<file path="src/hw/rtl/lfps_pkg.sv">
// ----------------------------------------------------------------------------
// lfps_pkg
// Shared types, constants and tables for the line-follow PID steering block.
// ----------------------------------------------------------------------------
package lfps_pkg;

    // sensor array
    localparam int NUM_SENSORS  = 6;
    localparam int INPUT_COUNT  = 6;
    localparam int WEIGHT_SLOTS = 8;
    localparam int SIDX_W       = $clog2(WEIGHT_SLOTS);

    // field widths
    localparam int SAMPLE_W = 10;
    localparam int CLAMP_W  = 8;
    localparam int GAIN_W   = 16;
    localparam int BASE_W   = 10;
    localparam int DUTY_W   = 16;
    localparam int MODE_W   = 2;
    localparam int POS_W    = 10;
    localparam int WGT_W    = 10;

    // centroid arithmetic
    localparam int DEN_W   = 11;               // up to 6 * 255
    localparam int NUM_W   = 20;               // up to +/- 255 * 600, signed
    localparam int Q_W     = 9;                // quotient magnitude <= 300
    localparam int REM_W   = DEN_W + Q_W - 1;  // |num| < 2**19
    localparam int POS_MAX = 300;

    // PID arithmetic
    localparam int ERR_W   = 11;
    localparam int DERR_W  = 12;
    localparam int INTEG_W = 32;
    localparam int MULB_W  = INTEG_W + 1;
    localparam int MULA_W  = GAIN_W + 1;
    localparam int ACC_W   = MULA_W + MULB_W;

    // sequencer step counter, covers sensor and divider steps
    localparam int CNT_W = 4;

    // configuration port
    localparam int CFG_IDX_W  = 3;
    localparam int CFG_DATA_W = 16;

    localparam logic [CFG_IDX_W-1:0] REG_GAIN_P     = 3'd0;
    localparam logic [CFG_IDX_W-1:0] REG_GAIN_I     = 3'd1;
    localparam logic [CFG_IDX_W-1:0] REG_GAIN_D     = 3'd2;
    localparam logic [CFG_IDX_W-1:0] REG_BASE_DUTY  = 3'd3;
    localparam logic [CFG_IDX_W-1:0] REG_CLAMP_HIGH = 3'd4;
    localparam logic [CFG_IDX_W-1:0] REG_CLAMP_LOW  = 3'd5;

    // direction codes
    localparam logic [MODE_W-1:0] MODE_FWD    = 2'd0;
    localparam logic [MODE_W-1:0] MODE_SPIN_L = 2'd1;
    localparam logic [MODE_W-1:0] MODE_SPIN_R = 2'd2;

    // multiplier operand select
    typedef enum logic [1:0] {
        MSEL_P,
        MSEL_I,
        MSEL_D
    } t_msel;

    // configuration register set
    typedef struct packed {
        logic [GAIN_W-1:0]  gain_p;
        logic [GAIN_W-1:0]  gain_i;
        logic [GAIN_W-1:0]  gain_d;
        logic [BASE_W-1:0]  base_duty;
        logic [CLAMP_W-1:0] clamp_high;
        logic [CLAMP_W-1:0] clamp_low;
    } t_cfg;

    // controller to datapath commands
    typedef struct packed {
        logic             load;
        logic             sense;
        logic [CNT_W-1:0] step;
        logic             div_init;
        logic             div_step;
        logic             integ;
        logic             mul_en;
        t_msel            mul_sel;
        logic             acc_load;
        logic             acc_add;
        logic             duty;
        logic             out_load;
    } t_cmd;

    // sensor position weights, unused slots weigh zero
    function automatic logic signed [WGT_W-1:0] lfps_weight(input logic [SIDX_W-1:0] idx);
        logic signed [WGT_W-1:0] w;
        case (idx)
            3'd0:    w = -10'sd300;
            3'd1:    w = -10'sd200;
            3'd2:    w = -10'sd100;
            3'd3:    w = 10'sd100;
            3'd4:    w = 10'sd200;
            3'd5:    w = 10'sd300;
            default: w = '0;
        endcase
        return w;
    endfunction

endpackage

</file>
<file path="src/hw/rtl/lfps_regs.sv">
// ----------------------------------------------------------------------------
// lfps_regs
// Configuration register file; writes beyond the register list are dropped.
// ----------------------------------------------------------------------------
module lfps_regs
    import lfps_pkg::*;
(
    input  logic                  i_clk,
    input  logic                  i_rst_n,
    input  logic                  i_cfg_valid,
    output logic                  o_cfg_ready,
    input  logic [CFG_IDX_W-1:0]  i_cfg_index,
    input  logic [CFG_DATA_W-1:0] i_cfg_data,
    output t_cfg                  o_cfg
);

    t_cfg r_cfg;

    // always able to take a write
    assign o_cfg_ready = 1'b1;
    assign o_cfg       = r_cfg;

    // register writes
    always_ff @(posedge i_clk) begin
        if (!i_rst_n) begin
            r_cfg.gain_p     <= 16'd640;
            r_cfg.gain_i     <= 16'd0;
            r_cfg.gain_d     <= 16'd640;
            r_cfg.base_duty  <= 10'd200;
            r_cfg.clamp_high <= 8'd12;
            r_cfg.clamp_low  <= 8'd0;
        end else if (i_cfg_valid) begin
            case (i_cfg_index)
                REG_GAIN_P:     r_cfg.gain_p     <= i_cfg_data[GAIN_W-1:0];
                REG_GAIN_I:     r_cfg.gain_i     <= i_cfg_data[GAIN_W-1:0];
                REG_GAIN_D:     r_cfg.gain_d     <= i_cfg_data[GAIN_W-1:0];
                REG_BASE_DUTY:  r_cfg.base_duty  <= i_cfg_data[BASE_W-1:0];
                REG_CLAMP_HIGH: r_cfg.clamp_high <= i_cfg_data[CLAMP_W-1:0];
                REG_CLAMP_LOW:  r_cfg.clamp_low  <= i_cfg_data[CLAMP_W-1:0];
                default: ;
            endcase
        end
    end

endmodule

</file>
<file path="src/hw/rtl/lfps_ctrl.sv">
// ----------------------------------------------------------------------------
// lfps_ctrl
// Sequencer: walks one control period through sensor, divide, PID and duty
// steps, and owns the output valid flag.
// ----------------------------------------------------------------------------
module lfps_ctrl
    import lfps_pkg::*;
(
    input  logic i_clk,
    input  logic i_rst_n,
    input  logic i_in_valid,
    output logic o_in_stall,
    output logic o_out_valid,
    input  logic i_out_stall,
    output t_cmd o_cmd
);

    typedef enum logic [3:0] {
        S_IDLE,
        S_SENSE,
        S_ABS,
        S_DIV,
        S_INTEG,
        S_MUL_P,
        S_MUL_I,
        S_MUL_D,
        S_ACC,
        S_DUTY,
        S_OUT
    } t_state;

    t_state           r_state;
    logic [CNT_W-1:0] r_cnt;
    logic             r_out_valid;
    logic             out_free;

    assign out_free    = !r_out_valid || !i_out_stall;
    assign o_in_stall  = (r_state != S_IDLE);
    assign o_out_valid = r_out_valid;

    // command decode
    always_comb begin
        o_cmd          = '0;
        o_cmd.step     = r_cnt;
        o_cmd.mul_sel  = MSEL_P;
        case (r_state)
            S_IDLE:  o_cmd.load     = i_in_valid;
            S_SENSE: o_cmd.sense    = 1'b1;
            S_ABS:   o_cmd.div_init = 1'b1;
            S_DIV:   o_cmd.div_step = 1'b1;
            S_INTEG: o_cmd.integ    = 1'b1;
            S_MUL_P: begin
                o_cmd.mul_en  = 1'b1;
                o_cmd.mul_sel = MSEL_P;
            end
            S_MUL_I: begin
                o_cmd.mul_en   = 1'b1;
                o_cmd.mul_sel  = MSEL_I;
                o_cmd.acc_load = 1'b1;
            end
            S_MUL_D: begin
                o_cmd.mul_en  = 1'b1;
                o_cmd.mul_sel = MSEL_D;
                o_cmd.acc_add = 1'b1;
            end
            S_ACC:   o_cmd.acc_add  = 1'b1;
            S_DUTY:  o_cmd.duty     = 1'b1;
            S_OUT:   o_cmd.out_load = out_free;
            default: ;
        endcase
    end

    // state, step counter and output valid
    always_ff @(posedge i_clk) begin
        if (!i_rst_n) begin
            r_state     <= S_IDLE;
            r_cnt       <= '0;
            r_out_valid <= 1'b0;
        end else begin
            r_out_valid <= o_cmd.out_load || (r_out_valid && i_out_stall);
            case (r_state)
                S_IDLE: begin
                    if (i_in_valid) begin
                        r_state <= S_SENSE;
                        r_cnt   <= '0;
                    end
                end
                S_SENSE: begin
                    if (r_cnt == CNT_W'(NUM_SENSORS - 1)) begin
                        r_state <= S_ABS;
                        r_cnt   <= '0;
                    end else begin
                        r_cnt <= r_cnt + 1'b1;
                    end
                end
                S_ABS: begin
                    r_state <= S_DIV;
                    r_cnt   <= '0;
                end
                S_DIV: begin
                    if (r_cnt == CNT_W'(Q_W - 1)) begin
                        r_state <= S_INTEG;
                        r_cnt   <= '0;
                    end else begin
                        r_cnt <= r_cnt + 1'b1;
                    end
                end
                S_INTEG: r_state <= S_MUL_P;
                S_MUL_P: r_state <= S_MUL_I;
                S_MUL_I: r_state <= S_MUL_D;
                S_MUL_D: r_state <= S_ACC;
                S_ACC:   r_state <= S_DUTY;
                S_DUTY:  r_state <= S_OUT;
                S_OUT: begin
                    if (out_free) begin
                        r_state <= S_IDLE;
                    end
                end
                default: r_state <= S_IDLE;
            endcase
        end
    end

    // a result is never loaded over one that is still waiting
    a_no_overwrite: assert property (@(posedge i_clk) disable iff (!i_rst_n)
        o_cmd.out_load |-> !(r_out_valid && i_out_stall))
        else $error("result loaded over a pending result");

    // an accepted transaction starts the sensor pass at slot zero
    a_accept_start: assert property (@(posedge i_clk) disable iff (!i_rst_n)
        (i_in_valid && !o_in_stall) |=> (r_state == S_SENSE && r_cnt == '0))
        else $error("sensor pass did not start after accept");

    // loading a result presents it and frees the input side
    a_load_present: assert property (@(posedge i_clk) disable iff (!i_rst_n)
        o_cmd.out_load |=> (o_out_valid && !o_in_stall))
        else $error("loaded result not presented");

endmodule

</file>
<file path="src/hw/rtl/lfps_dp.sv">
// ----------------------------------------------------------------------------
// lfps_dp
// Datapath: sensor accumulation, restoring divider, PID state, shared
// multiplier with accumulator, duty rounding and the output registers.
// ----------------------------------------------------------------------------
module lfps_dp
    import lfps_pkg::*;
(
    input  logic                       i_clk,
    input  logic                       i_rst_n,
    input  t_cmd                       i_cmd,
    input  t_cfg                       i_cfg,
    input  logic [SAMPLE_W-1:0]        i_sample0,
    input  logic [SAMPLE_W-1:0]        i_sample1,
    input  logic [SAMPLE_W-1:0]        i_sample2,
    input  logic [SAMPLE_W-1:0]        i_sample3,
    input  logic [SAMPLE_W-1:0]        i_sample4,
    input  logic [SAMPLE_W-1:0]        i_sample5,
    output logic signed [DUTY_W-1:0]   o_left_duty,
    output logic signed [DUTY_W-1:0]   o_right_duty,
    output logic [MODE_W-1:0]          o_drive_mode,
    output logic signed [POS_W-1:0]    o_line_position
);

    localparam logic signed [ACC_W-1:0] DUTY_RND = ACC_W'(255);
    localparam logic signed [ACC_W-1:0] DUTY_MAX = ACC_W'(32767);
    localparam logic signed [ACC_W-1:0] DUTY_MIN = -ACC_W'(32768);

    // latched samples and centroid accumulators
    logic [SAMPLE_W-1:0]       r_samp [INPUT_COUNT];
    logic signed [NUM_W-1:0]   r_num;
    logic [DEN_W-1:0]          r_den;

    // divider
    logic [REM_W-1:0]          r_rem;
    logic [REM_W-1:0]          r_dsh;
    logic [Q_W-1:0]            r_quot;
    logic                      r_neg;

    // PID state and operands
    logic signed [INTEG_W-1:0] r_integ;
    logic signed [ERR_W-1:0]   r_last_err;
    logic signed [ERR_W-1:0]   r_err;
    logic signed [DERR_W-1:0]  r_derr;
    logic signed [POS_W-1:0]   r_pos;

    // multiplier and accumulator
    logic signed [ACC_W-1:0]   r_prod;
    logic signed [ACC_W-1:0]   r_acc;
    logic signed [ACC_W-1:0]   r_lq;
    logic signed [ACC_W-1:0]   r_rq;

    // output registers
    logic signed [DUTY_W-1:0]  r_left;
    logic signed [DUTY_W-1:0]  r_right;
    logic [MODE_W-1:0]         r_mode;
    logic signed [POS_W-1:0]   r_pos_out;

    logic [SIDX_W-1:0]           sidx;
    logic [SAMPLE_W-1:0]         samp;
    logic [CLAMP_W-1:0]          clamped;
    logic [CLAMP_W-1:0]          inv;
    logic signed [WGT_W+CLAMP_W:0] term;
    logic signed [NUM_W-1:0]     num_neg;
    logic [REM_W-1:0]            num_mag;
    logic                        div_ge;
    logic signed [POS_W-1:0]     n_pos;
    logic signed [POS_W-1:0]     quot_s;
    logic signed [ERR_W-1:0]     n_err;
    logic signed [INTEG_W:0]     integ_sum;
    logic signed [INTEG_W-1:0]   n_integ;
    logic [GAIN_W-1:0]           mul_a;
    logic signed [MULB_W-1:0]    mul_b;
    logic signed [ACC_W-1:0]     mul_p;
    logic signed [ACC_W-1:0]     base_sh;
    logic signed [ACC_W-1:0]     v_left;
    logic signed [ACC_W-1:0]     v_right;
    logic signed [DUTY_W-1:0]    sat_left;
    logic signed [DUTY_W-1:0]    sat_right;

    // divide by 256 toward zero
    function automatic logic signed [ACC_W-1:0] div256(input logic signed [ACC_W-1:0] v);
        logic signed [ACC_W-1:0] t;
        t = v[ACC_W-1] ? (v + DUTY_RND) : v;
        return t >>> 8;
    endfunction

    // saturate to the duty range
    function automatic logic signed [DUTY_W-1:0] sat_duty(input logic signed [ACC_W-1:0] v);
        logic signed [DUTY_W-1:0] r;
        if (v > DUTY_MAX) begin
            r = DUTY_MAX[DUTY_W-1:0];
        end else if (v < DUTY_MIN) begin
            r = DUTY_MIN[DUTY_W-1:0];
        end else begin
            r = v[DUTY_W-1:0];
        end
        return r;
    endfunction

    // clamp, invert and weight the current sensor slot
    always_comb begin
        sidx = i_cmd.step[SIDX_W-1:0];
        if (sidx < SIDX_W'(INPUT_COUNT)) begin
            samp = r_samp[sidx];
        end else begin
            samp = '0;
        end
        if (samp > SAMPLE_W'(i_cfg.clamp_high)) begin
            clamped = i_cfg.clamp_high;
        end else if (samp < SAMPLE_W'(i_cfg.clamp_low)) begin
            clamped = i_cfg.clamp_low;
        end else begin
            clamped = samp[CLAMP_W-1:0];
        end
        inv  = i_cfg.clamp_high - clamped;
        term = $signed({1'b0, inv}) * lfps_weight(sidx);
    end

    // divider magnitude and trial subtract
    assign num_neg = -r_num;
    assign num_mag = r_num[NUM_W-1] ? num_neg[REM_W-1:0] : r_num[REM_W-1:0];
    assign div_ge  = (r_rem >= r_dsh);

    // centroid sign, error and saturating integral
    always_comb begin
        quot_s = $signed({1'b0, r_quot});
        if (r_den == '0) begin
            n_pos = '0;
        end else if (r_neg) begin
            n_pos = -quot_s;
        end else begin
            n_pos = quot_s;
        end
        n_err     = -ERR_W'(n_pos);
        integ_sum = (INTEG_W + 1)'(r_integ) + (INTEG_W + 1)'(n_err);
        if (integ_sum[INTEG_W] != integ_sum[INTEG_W-1]) begin
            n_integ = integ_sum[INTEG_W] ? {1'b1, {(INTEG_W - 1){1'b0}}}
                                         : {1'b0, {(INTEG_W - 1){1'b1}}};
        end else begin
            n_integ = integ_sum[INTEG_W-1:0];
        end
    end

    // shared multiplier operand select
    always_comb begin
        case (i_cmd.mul_sel)
            MSEL_P: begin
                mul_a = i_cfg.gain_p;
                mul_b = MULB_W'(r_err);
            end
            MSEL_I: begin
                mul_a = i_cfg.gain_i;
                mul_b = MULB_W'(r_integ);
            end
            MSEL_D: begin
                mul_a = i_cfg.gain_d;
                mul_b = MULB_W'(r_derr);
            end
            default: begin
                mul_a = '0;
                mul_b = '0;
            end
        endcase
        mul_p = $signed({1'b0, mul_a}) * mul_b;
    end

    // duty sums and saturation
    assign base_sh   = ACC_W'($signed({1'b0, i_cfg.base_duty, 8'b0}));
    assign v_left    = base_sh - r_acc;
    assign v_right   = base_sh + r_acc;
    assign sat_left  = sat_duty(r_lq);
    assign sat_right = sat_duty(r_rq);

    // PID state
    always_ff @(posedge i_clk) begin
        if (!i_rst_n) begin
            r_integ    <= '0;
            r_last_err <= '0;
        end else if (i_cmd.integ) begin
            r_integ    <= n_integ;
            r_last_err <= n_err;
        end
    end

    // working registers
    always_ff @(posedge i_clk) begin
        if (i_cmd.load) begin
            r_samp[0] <= i_sample0;
            r_samp[1] <= i_sample1;
            r_samp[2] <= i_sample2;
            r_samp[3] <= i_sample3;
            r_samp[4] <= i_sample4;
            r_samp[5] <= i_sample5;
            r_num     <= '0;
            r_den     <= '0;
        end
        if (i_cmd.sense) begin
            r_num <= r_num + NUM_W'(term);
            r_den <= r_den + DEN_W'(inv);
        end
        if (i_cmd.div_init) begin
            r_rem  <= num_mag;
            r_dsh  <= {r_den, {(Q_W - 1){1'b0}}};
            r_quot <= '0;
            r_neg  <= r_num[NUM_W-1];
        end
        if (i_cmd.div_step) begin
            if (div_ge) begin
                r_rem <= r_rem - r_dsh;
            end
            r_dsh  <= r_dsh >> 1;
            r_quot <= {r_quot[Q_W-2:0], div_ge};
        end
        if (i_cmd.integ) begin
            r_err  <= n_err;
            r_derr <= DERR_W'(n_err) - DERR_W'(r_last_err);
            r_pos  <= n_pos;
        end
        if (i_cmd.mul_en) begin
            r_prod <= mul_p;
        end
        if (i_cmd.acc_load) begin
            r_acc <= r_prod;
        end else if (i_cmd.acc_add) begin
            r_acc <= r_acc + r_prod;
        end
        if (i_cmd.duty) begin
            r_lq <= div256(v_left);
            r_rq <= div256(v_right);
        end
        if (i_cmd.out_load) begin
            r_left    <= sat_left;
            r_right   <= sat_right;
            r_pos_out <= r_pos;
            if (sat_left < 0) begin
                r_mode <= MODE_SPIN_L;
            end else if (sat_right < 0) begin
                r_mode <= MODE_SPIN_R;
            end else begin
                r_mode <= MODE_FWD;
            end
        end
    end

    assign o_left_duty     = r_left;
    assign o_right_duty    = r_right;
    assign o_drive_mode    = r_mode;
    assign o_line_position = r_pos_out;

    // centroid magnitude never exceeds the outer weight
    a_quot_range: assert property (@(posedge i_clk) disable iff (!i_rst_n)
        (i_cmd.integ && r_den != '0) |-> (r_quot <= Q_W'(POS_MAX)))
        else $error("centroid quotient out of range");

endmodule

</file>
<file path="src/hw/rtl/line_follow_pid_steering.sv">
// ----------------------------------------------------------------------------
// line_follow_pid_steering
// Line-sensor centroid and PID steering: six samples in, two motor duties,
// a direction code and the line position out.
//
//   channel  handshake                  payload
//   -------  -------------------------  ---------------------------------------
//   input    i_in_valid / o_in_stall    i_sample0 .. i_sample5
//   output   o_out_valid / i_out_stall  o_left_duty, o_right_duty,
//                                       o_drive_mode, o_line_position
//   config   i_cfg_valid / o_cfg_ready  i_cfg_index, i_cfg_data
//
// From accept to the next accept, one transaction steps through each sensor
// in the accumulator, the bit-serial restoring divider, three passes of the
// shared multiplier, and the duty rounding and saturation steps.
// Synchronous active-low reset clears the sequencer, the output valid flag,
// the integral and the previous error, and loads the register defaults.
// A stalled result stays in the output register; the next transaction is
// computed meanwhile and waits in its final step until the register frees.
// ----------------------------------------------------------------------------
module line_follow_pid_steering
    import lfps_pkg::*;
(
    input  logic                     i_clk,
    input  logic                     i_rst_n,
    input  logic                     i_in_valid,
    output logic                     o_in_stall,
    input  logic [SAMPLE_W-1:0]      i_sample0,
    input  logic [SAMPLE_W-1:0]      i_sample1,
    input  logic [SAMPLE_W-1:0]      i_sample2,
    input  logic [SAMPLE_W-1:0]      i_sample3,
    input  logic [SAMPLE_W-1:0]      i_sample4,
    input  logic [SAMPLE_W-1:0]      i_sample5,
    output logic                     o_out_valid,
    input  logic                     i_out_stall,
    output logic signed [DUTY_W-1:0] o_left_duty,
    output logic signed [DUTY_W-1:0] o_right_duty,
    output logic [MODE_W-1:0]        o_drive_mode,
    output logic signed [POS_W-1:0]  o_line_position,
    input  logic                     i_cfg_valid,
    output logic                     o_cfg_ready,
    input  logic [CFG_IDX_W-1:0]     i_cfg_index,
    input  logic [CFG_DATA_W-1:0]    i_cfg_data
);

    t_cfg cfg;
    t_cmd cmd;

    // configuration registers
    lfps_regs u_regs (
        .i_clk       (i_clk),
        .i_rst_n     (i_rst_n),
        .i_cfg_valid (i_cfg_valid),
        .o_cfg_ready (o_cfg_ready),
        .i_cfg_index (i_cfg_index),
        .i_cfg_data  (i_cfg_data),
        .o_cfg       (cfg)
    );

    // sequencer
    lfps_ctrl u_ctrl (
        .i_clk       (i_clk),
        .i_rst_n     (i_rst_n),
        .i_in_valid  (i_in_valid),
        .o_in_stall  (o_in_stall),
        .o_out_valid (o_out_valid),
        .i_out_stall (i_out_stall),
        .o_cmd       (cmd)
    );

    // datapath
    lfps_dp u_dp (
        .i_clk           (i_clk),
        .i_rst_n         (i_rst_n),
        .i_cmd           (cmd),
        .i_cfg           (cfg),
        .i_sample0       (i_sample0),
        .i_sample1       (i_sample1),
        .i_sample2       (i_sample2),
        .i_sample3       (i_sample3),
        .i_sample4       (i_sample4),
        .i_sample5       (i_sample5),
        .o_left_duty     (o_left_duty),
        .o_right_duty    (o_right_duty),
        .o_drive_mode    (o_drive_mode),
        .o_line_position (o_line_position)
    );

endmodule

</file>
<file path="config.mk">
export PLATFORM = sky130hd
export DESIGN_NAME = line_follow_pid_steering
export DESIGN_NICKNAME = d
export VERILOG_FILES = /design/src/hw/rtl/lfps_pkg.sv /design/src/hw/rtl/lfps_regs.sv /design/src/hw/rtl/lfps_ctrl.sv /design/src/hw/rtl/lfps_dp.sv /design/src/hw/rtl/line_follow_pid_steering.sv
export SDC_FILE = /design/constraint.sdc
export NUM_CORES = 2
export LEC_CHECK = 0
export ABC_CLOCK_PERIOD_IN_PS = 14100
export BUFFER_PORTS_ARGS = -buffer_cell sky130_fd_sc_hd__buf_2
export CAP_MARGIN = 25
export CORE_MARGIN = 2
export CORE_UTILIZATION = 60
export DETAILED_ROUTE_END_ITERATION = 8
export HOLD_SLACK_MARGIN = 0.1
export PLACE_DENSITY = 0.83
export SETUP_SLACK_MARGIN = 0.02
export SYNTH_ARGS = -nofsm -noshare
export SYNTH_HDL_FRONTEND = slang
export SYNTH_HIERARCHICAL = 1
export SYNTH_SLANG_ARGS = --single-unit
</file>
<file path="constraint.sdc">
create_clock -name i_clk -period 14.1 [get_ports i_clk]
set_input_delay 2.82 -clock i_clk [delete_from_list [all_inputs] [get_ports i_clk]]
set_output_delay 2.82 -clock i_clk [all_outputs]
set_load 0.05 [all_outputs]
</file>
==> impl_metrics.yaml <==
floorplanning:
  boundaryPins: 131
  die_area_um2: 90410
  die_h_um: 300.7
  initial_core_util: 0.6068
  coreArea_um2: 87020
  die_x_um: 300.7
  rows: 108
sta:
  relSlewSlack: 0.2979
  finalClockSkew_ns: 0.03162
  fin_setup_tns_ns: 0
  hold_viol: 0
  slew_viol_final: 0
  final-setup-viol-count: 0
  rsz0062_at_grt: "false"
  post-route-min-period_ns: 10.31
  holdWs_ns: 0.4199
  period_share: 0.7315
  fmax_mhz: 96.95
  tightestPinTransition_ns: 1.053
route:
  drt_iter0_drc: 3830
  drc: 0
  num_vias: 41010
  drtPass1Iterations: 6
  wl_per_cell_um: 19.25
  avgViaCountPerCell: 5.960
  final_antenna_net_count: 0
  totalWireLength_mm: 132.5
yosys:
  synthArstFlopShare: 0
  syn_area_per_cell_um2: 9.342
  synthesis.nets: 6632
  ys_dominant_reg_cell: "edfxtp_1"
  synth-seq-cells: 523
  synth_cell_types: 112
  synthTopCellsByCount: "815 x inv_1, 732 x nand2_1, 569 x fa_1"
  yosysTopAreaCell: "fa_1"
  synth.yosys.seq_area_share: 0.2697
  yosysMostFrequentCell: "inv_1"
  yosys_warnings: 6
  syn_inst: 5653
  synth.top_cell.area_share: 0.2157
  ys_top_cells_by_area: "fa_1 22%, edfxtp_1 21%, ha_1 7.7%"
  synth-edff-count: 377
  syn_area_um2: 52810
power:
  power_density_nw_per_um2: 166.9
  pwr-share-comb: 0.624
  cellLeakagePower_nw: 24.64
  ir_drop_uv: 815.6
  seqPwrFrac: 0.205
  p_int_mw: 5.336
  clkPwrFrac: 0.171
  switching_share: 0.4354
  p_switching_mw: 4.114
outcome:
  status: "complete, no violations"
critical_path:
  required_ns: 14.48
  startpoint: "u_ctrl/r_cnt[0]"
  r2r-end: "u_dp/r_num[17]"
  r2r_slack_ns: 3.79
  critical_path_arrival_ns: 10.69
  crit_end: "u_dp/r_num[17]"
  endpoint_kind: "flop"
  crit_cells: 42
  start_kind: "flop"
  timing.rr.start: "u_ctrl/r_cnt[0]"
  crit_type: "reg2reg"
  slowest_stage: "mux4_2"
  critPathBufInv: 7
  crit_family: "adder cells"
  reg2reg_depth: 42
  critical_path.max_fanout: 36
  slowest_delay_ns: 0.56
clocking:
  clk_path_buf_depth: 3
  clk_pin_slew_worst_paths_ns: 0.06
  cts_resized: 0
  cts_hold_buf: 0
  cts_setup_buffers: 0
  tritoncts: "yes"
  clk_latency_ns: 0.65
  clock_sinks: 523
  htreeDepth: 2
  numCtsBuffers: 57
  root_buffer: "clkbuf_16"
hold_path:
  hp-class: "reg2reg"
final_layout:
  syn_to_final_growth_pct: 7.198
  finish.utilization: 0.6505
  post-route-cell-area_um2: 56610
  fin_nets: 6653
  fin_cells: 6881
  drive_above_1_share: 0.07129
  fill_cells: 6780
global_routing:
  grt_pass1_vias: 41400
  antenna_found_initial: 4
  grt.total_usage: 0.2953
  grt_first_pass_wirelength_mm: 214.9
  grt_overflow: 0
  grt_max_degree: 96
placement:
  io_buffers: 129
  placed_area_um2: 54520
  dp_cells: 6764
  gp_congestion: 0.9398
  dpl.hpwl_mm: 103.3
run:
  drv_cap: 0
==> cell families (layout without fill, tap and decap cells) <==
| logic type | count (synthesis) | count (layout) | synth area share |
|---|---|---|---|
| other cells | 1 | 4 | 0.00007101 |
| fa+ha+maj | 926 | 926 | 0.2988 |
| compound gates | 968 | 968 | 0.1175 |
| xor+xnor | 338 | 338 | 0.05606 |
| simple gates | 1697 | 1697 | 0.1504 |
| flops | 523 | 523 | 0.2697 |
| buf+inv | 1044 | 1114 | 0.07565 |
| mux | 156 | 156 | 0.03182 |
==> cell type report <==
type / count / area [µm²] / share of cell area
antenna: 3 / 7.507 / 0.0001326
clock buffer: 69 / 1544 / 0.02727
clock inverter: 39 / 483.0 / 0.008531
inverter: 818 / 3070 / 0.05424
multi-input combinational: 4086 / 34710 / 0.6131
sequential: 523 / 14240 / 0.2516
tap: 1155 / 1445 / 0.02553
timing repair buffer: 188 / 1110 / 0.01960
==> metrics by stage <==
| stage | total power [mW] | setup slack [ns] |
|---|---|---|
| CTS | 9.466 | 3.829 |
| detailed placement | 7.816 | 3.858 |
| global placement | 7.560 | 3.943 |
| finish | 9.451 | 3.785 |
| floorplan | 6.642 | 4.280 |
| global route | 10.41 | 3.020 |
==> layer usage <==
layer | part of all wire | global-route usage
met1 | 0.42 | 0.3968
met2 | 0.46 | 0.4824
met3 | 0.075 | 0.04343
met4 | 0.044 | 0.1214
met5 | 0.000098 | 0
==> registers in the layout (all words and copies together), names as in the netlist, 2 cells and up <==
signal	cells
u_ctrl/r_cnt	4
u_ctrl/r_state	4
u_dp/o_drive_mode	2
u_dp/o_left_duty	16
u_dp/o_line_position	10
u_dp/o_right_duty	16
u_dp/r_acc	50
u_dp/r_den	11
u_dp/r_derr	12
u_dp/r_dsh	19
u_dp/r_err	11
u_dp/r_integ	32
u_dp/r_last_err	11
u_dp/r_lq	42
u_dp/r_num	18
u_dp/r_pos	9
u_dp/r_prod	50
u_dp/r_quot	9
u_dp/r_rem	19
u_dp/r_rq	42
u_dp/r_samp	60
u_regs/o_cfg	74
==> layout by cell type, fill, tap and decap left out, types with 57 or more instances in the layout <==
cell type and instances:
inv_1 815, nand2_1 732, fa_1 569, nor2_1 405, edfxtp_1 377, ha_1 326, a21oi_1 273, o21ai_0 226
xnor2_1 208, a21o_1 151, dfxtp_1 145, mux2i_1 133, xor2_1 129, buf_2 128, nor2b_1 69, and2_1 66
nor3_1 64, clkbuf_16 59, nand3_1 58, buf_4 57
==> worst reg2reg max path: cells and delay by family, from the launching register on <==
family	cells	cell delay (ns)
mux	1	0.59
xor+xnor	2	0.59
simple gates	7	0.84
buf+inv	7	0.86
fa+ha+maj	10	4.07
compound gates	15	2.80
flops	1	0.31
==> worst min-delay path by stage <==
| stage | from | end | slack [ns] | cells after the start |
|---|---|---|---|---|
| after floorplan | u_dp/r_pos[1] | u_dp/o_line_position[1] | 0.40 | 0 |
| after global placement | u_dp/r_pos[9] | u_dp/o_line_position[9] | 0.41 | 0 |
| after detailed placement | u_dp/r_pos[1] | u_dp/o_line_position[1] | 0.41 | 0 |
| after CTS | u_dp/r_pos[1] | u_dp/o_line_position[1] | 0.42 | 0 |
| after global routing | u_dp/r_pos[9] | u_dp/o_line_position[9] | 0.44 | 0 |
| final | u_dp/r_pos[1] | u_dp/o_line_position[1] | 0.42 | 0 |
==> power groups by stage <==
stage	clock, mW	combinational (mW)	sequential, mW
after global placement	0	5.60	1.96
after floorplan	0	4.71	1.93
after CTS	1.63	5.89	1.94
after detailed placement	0	5.85	1.97
final	1.61	5.90	1.94
after global routing	1.69	6.76	1.95
Power figures use the tool's default switching activity.
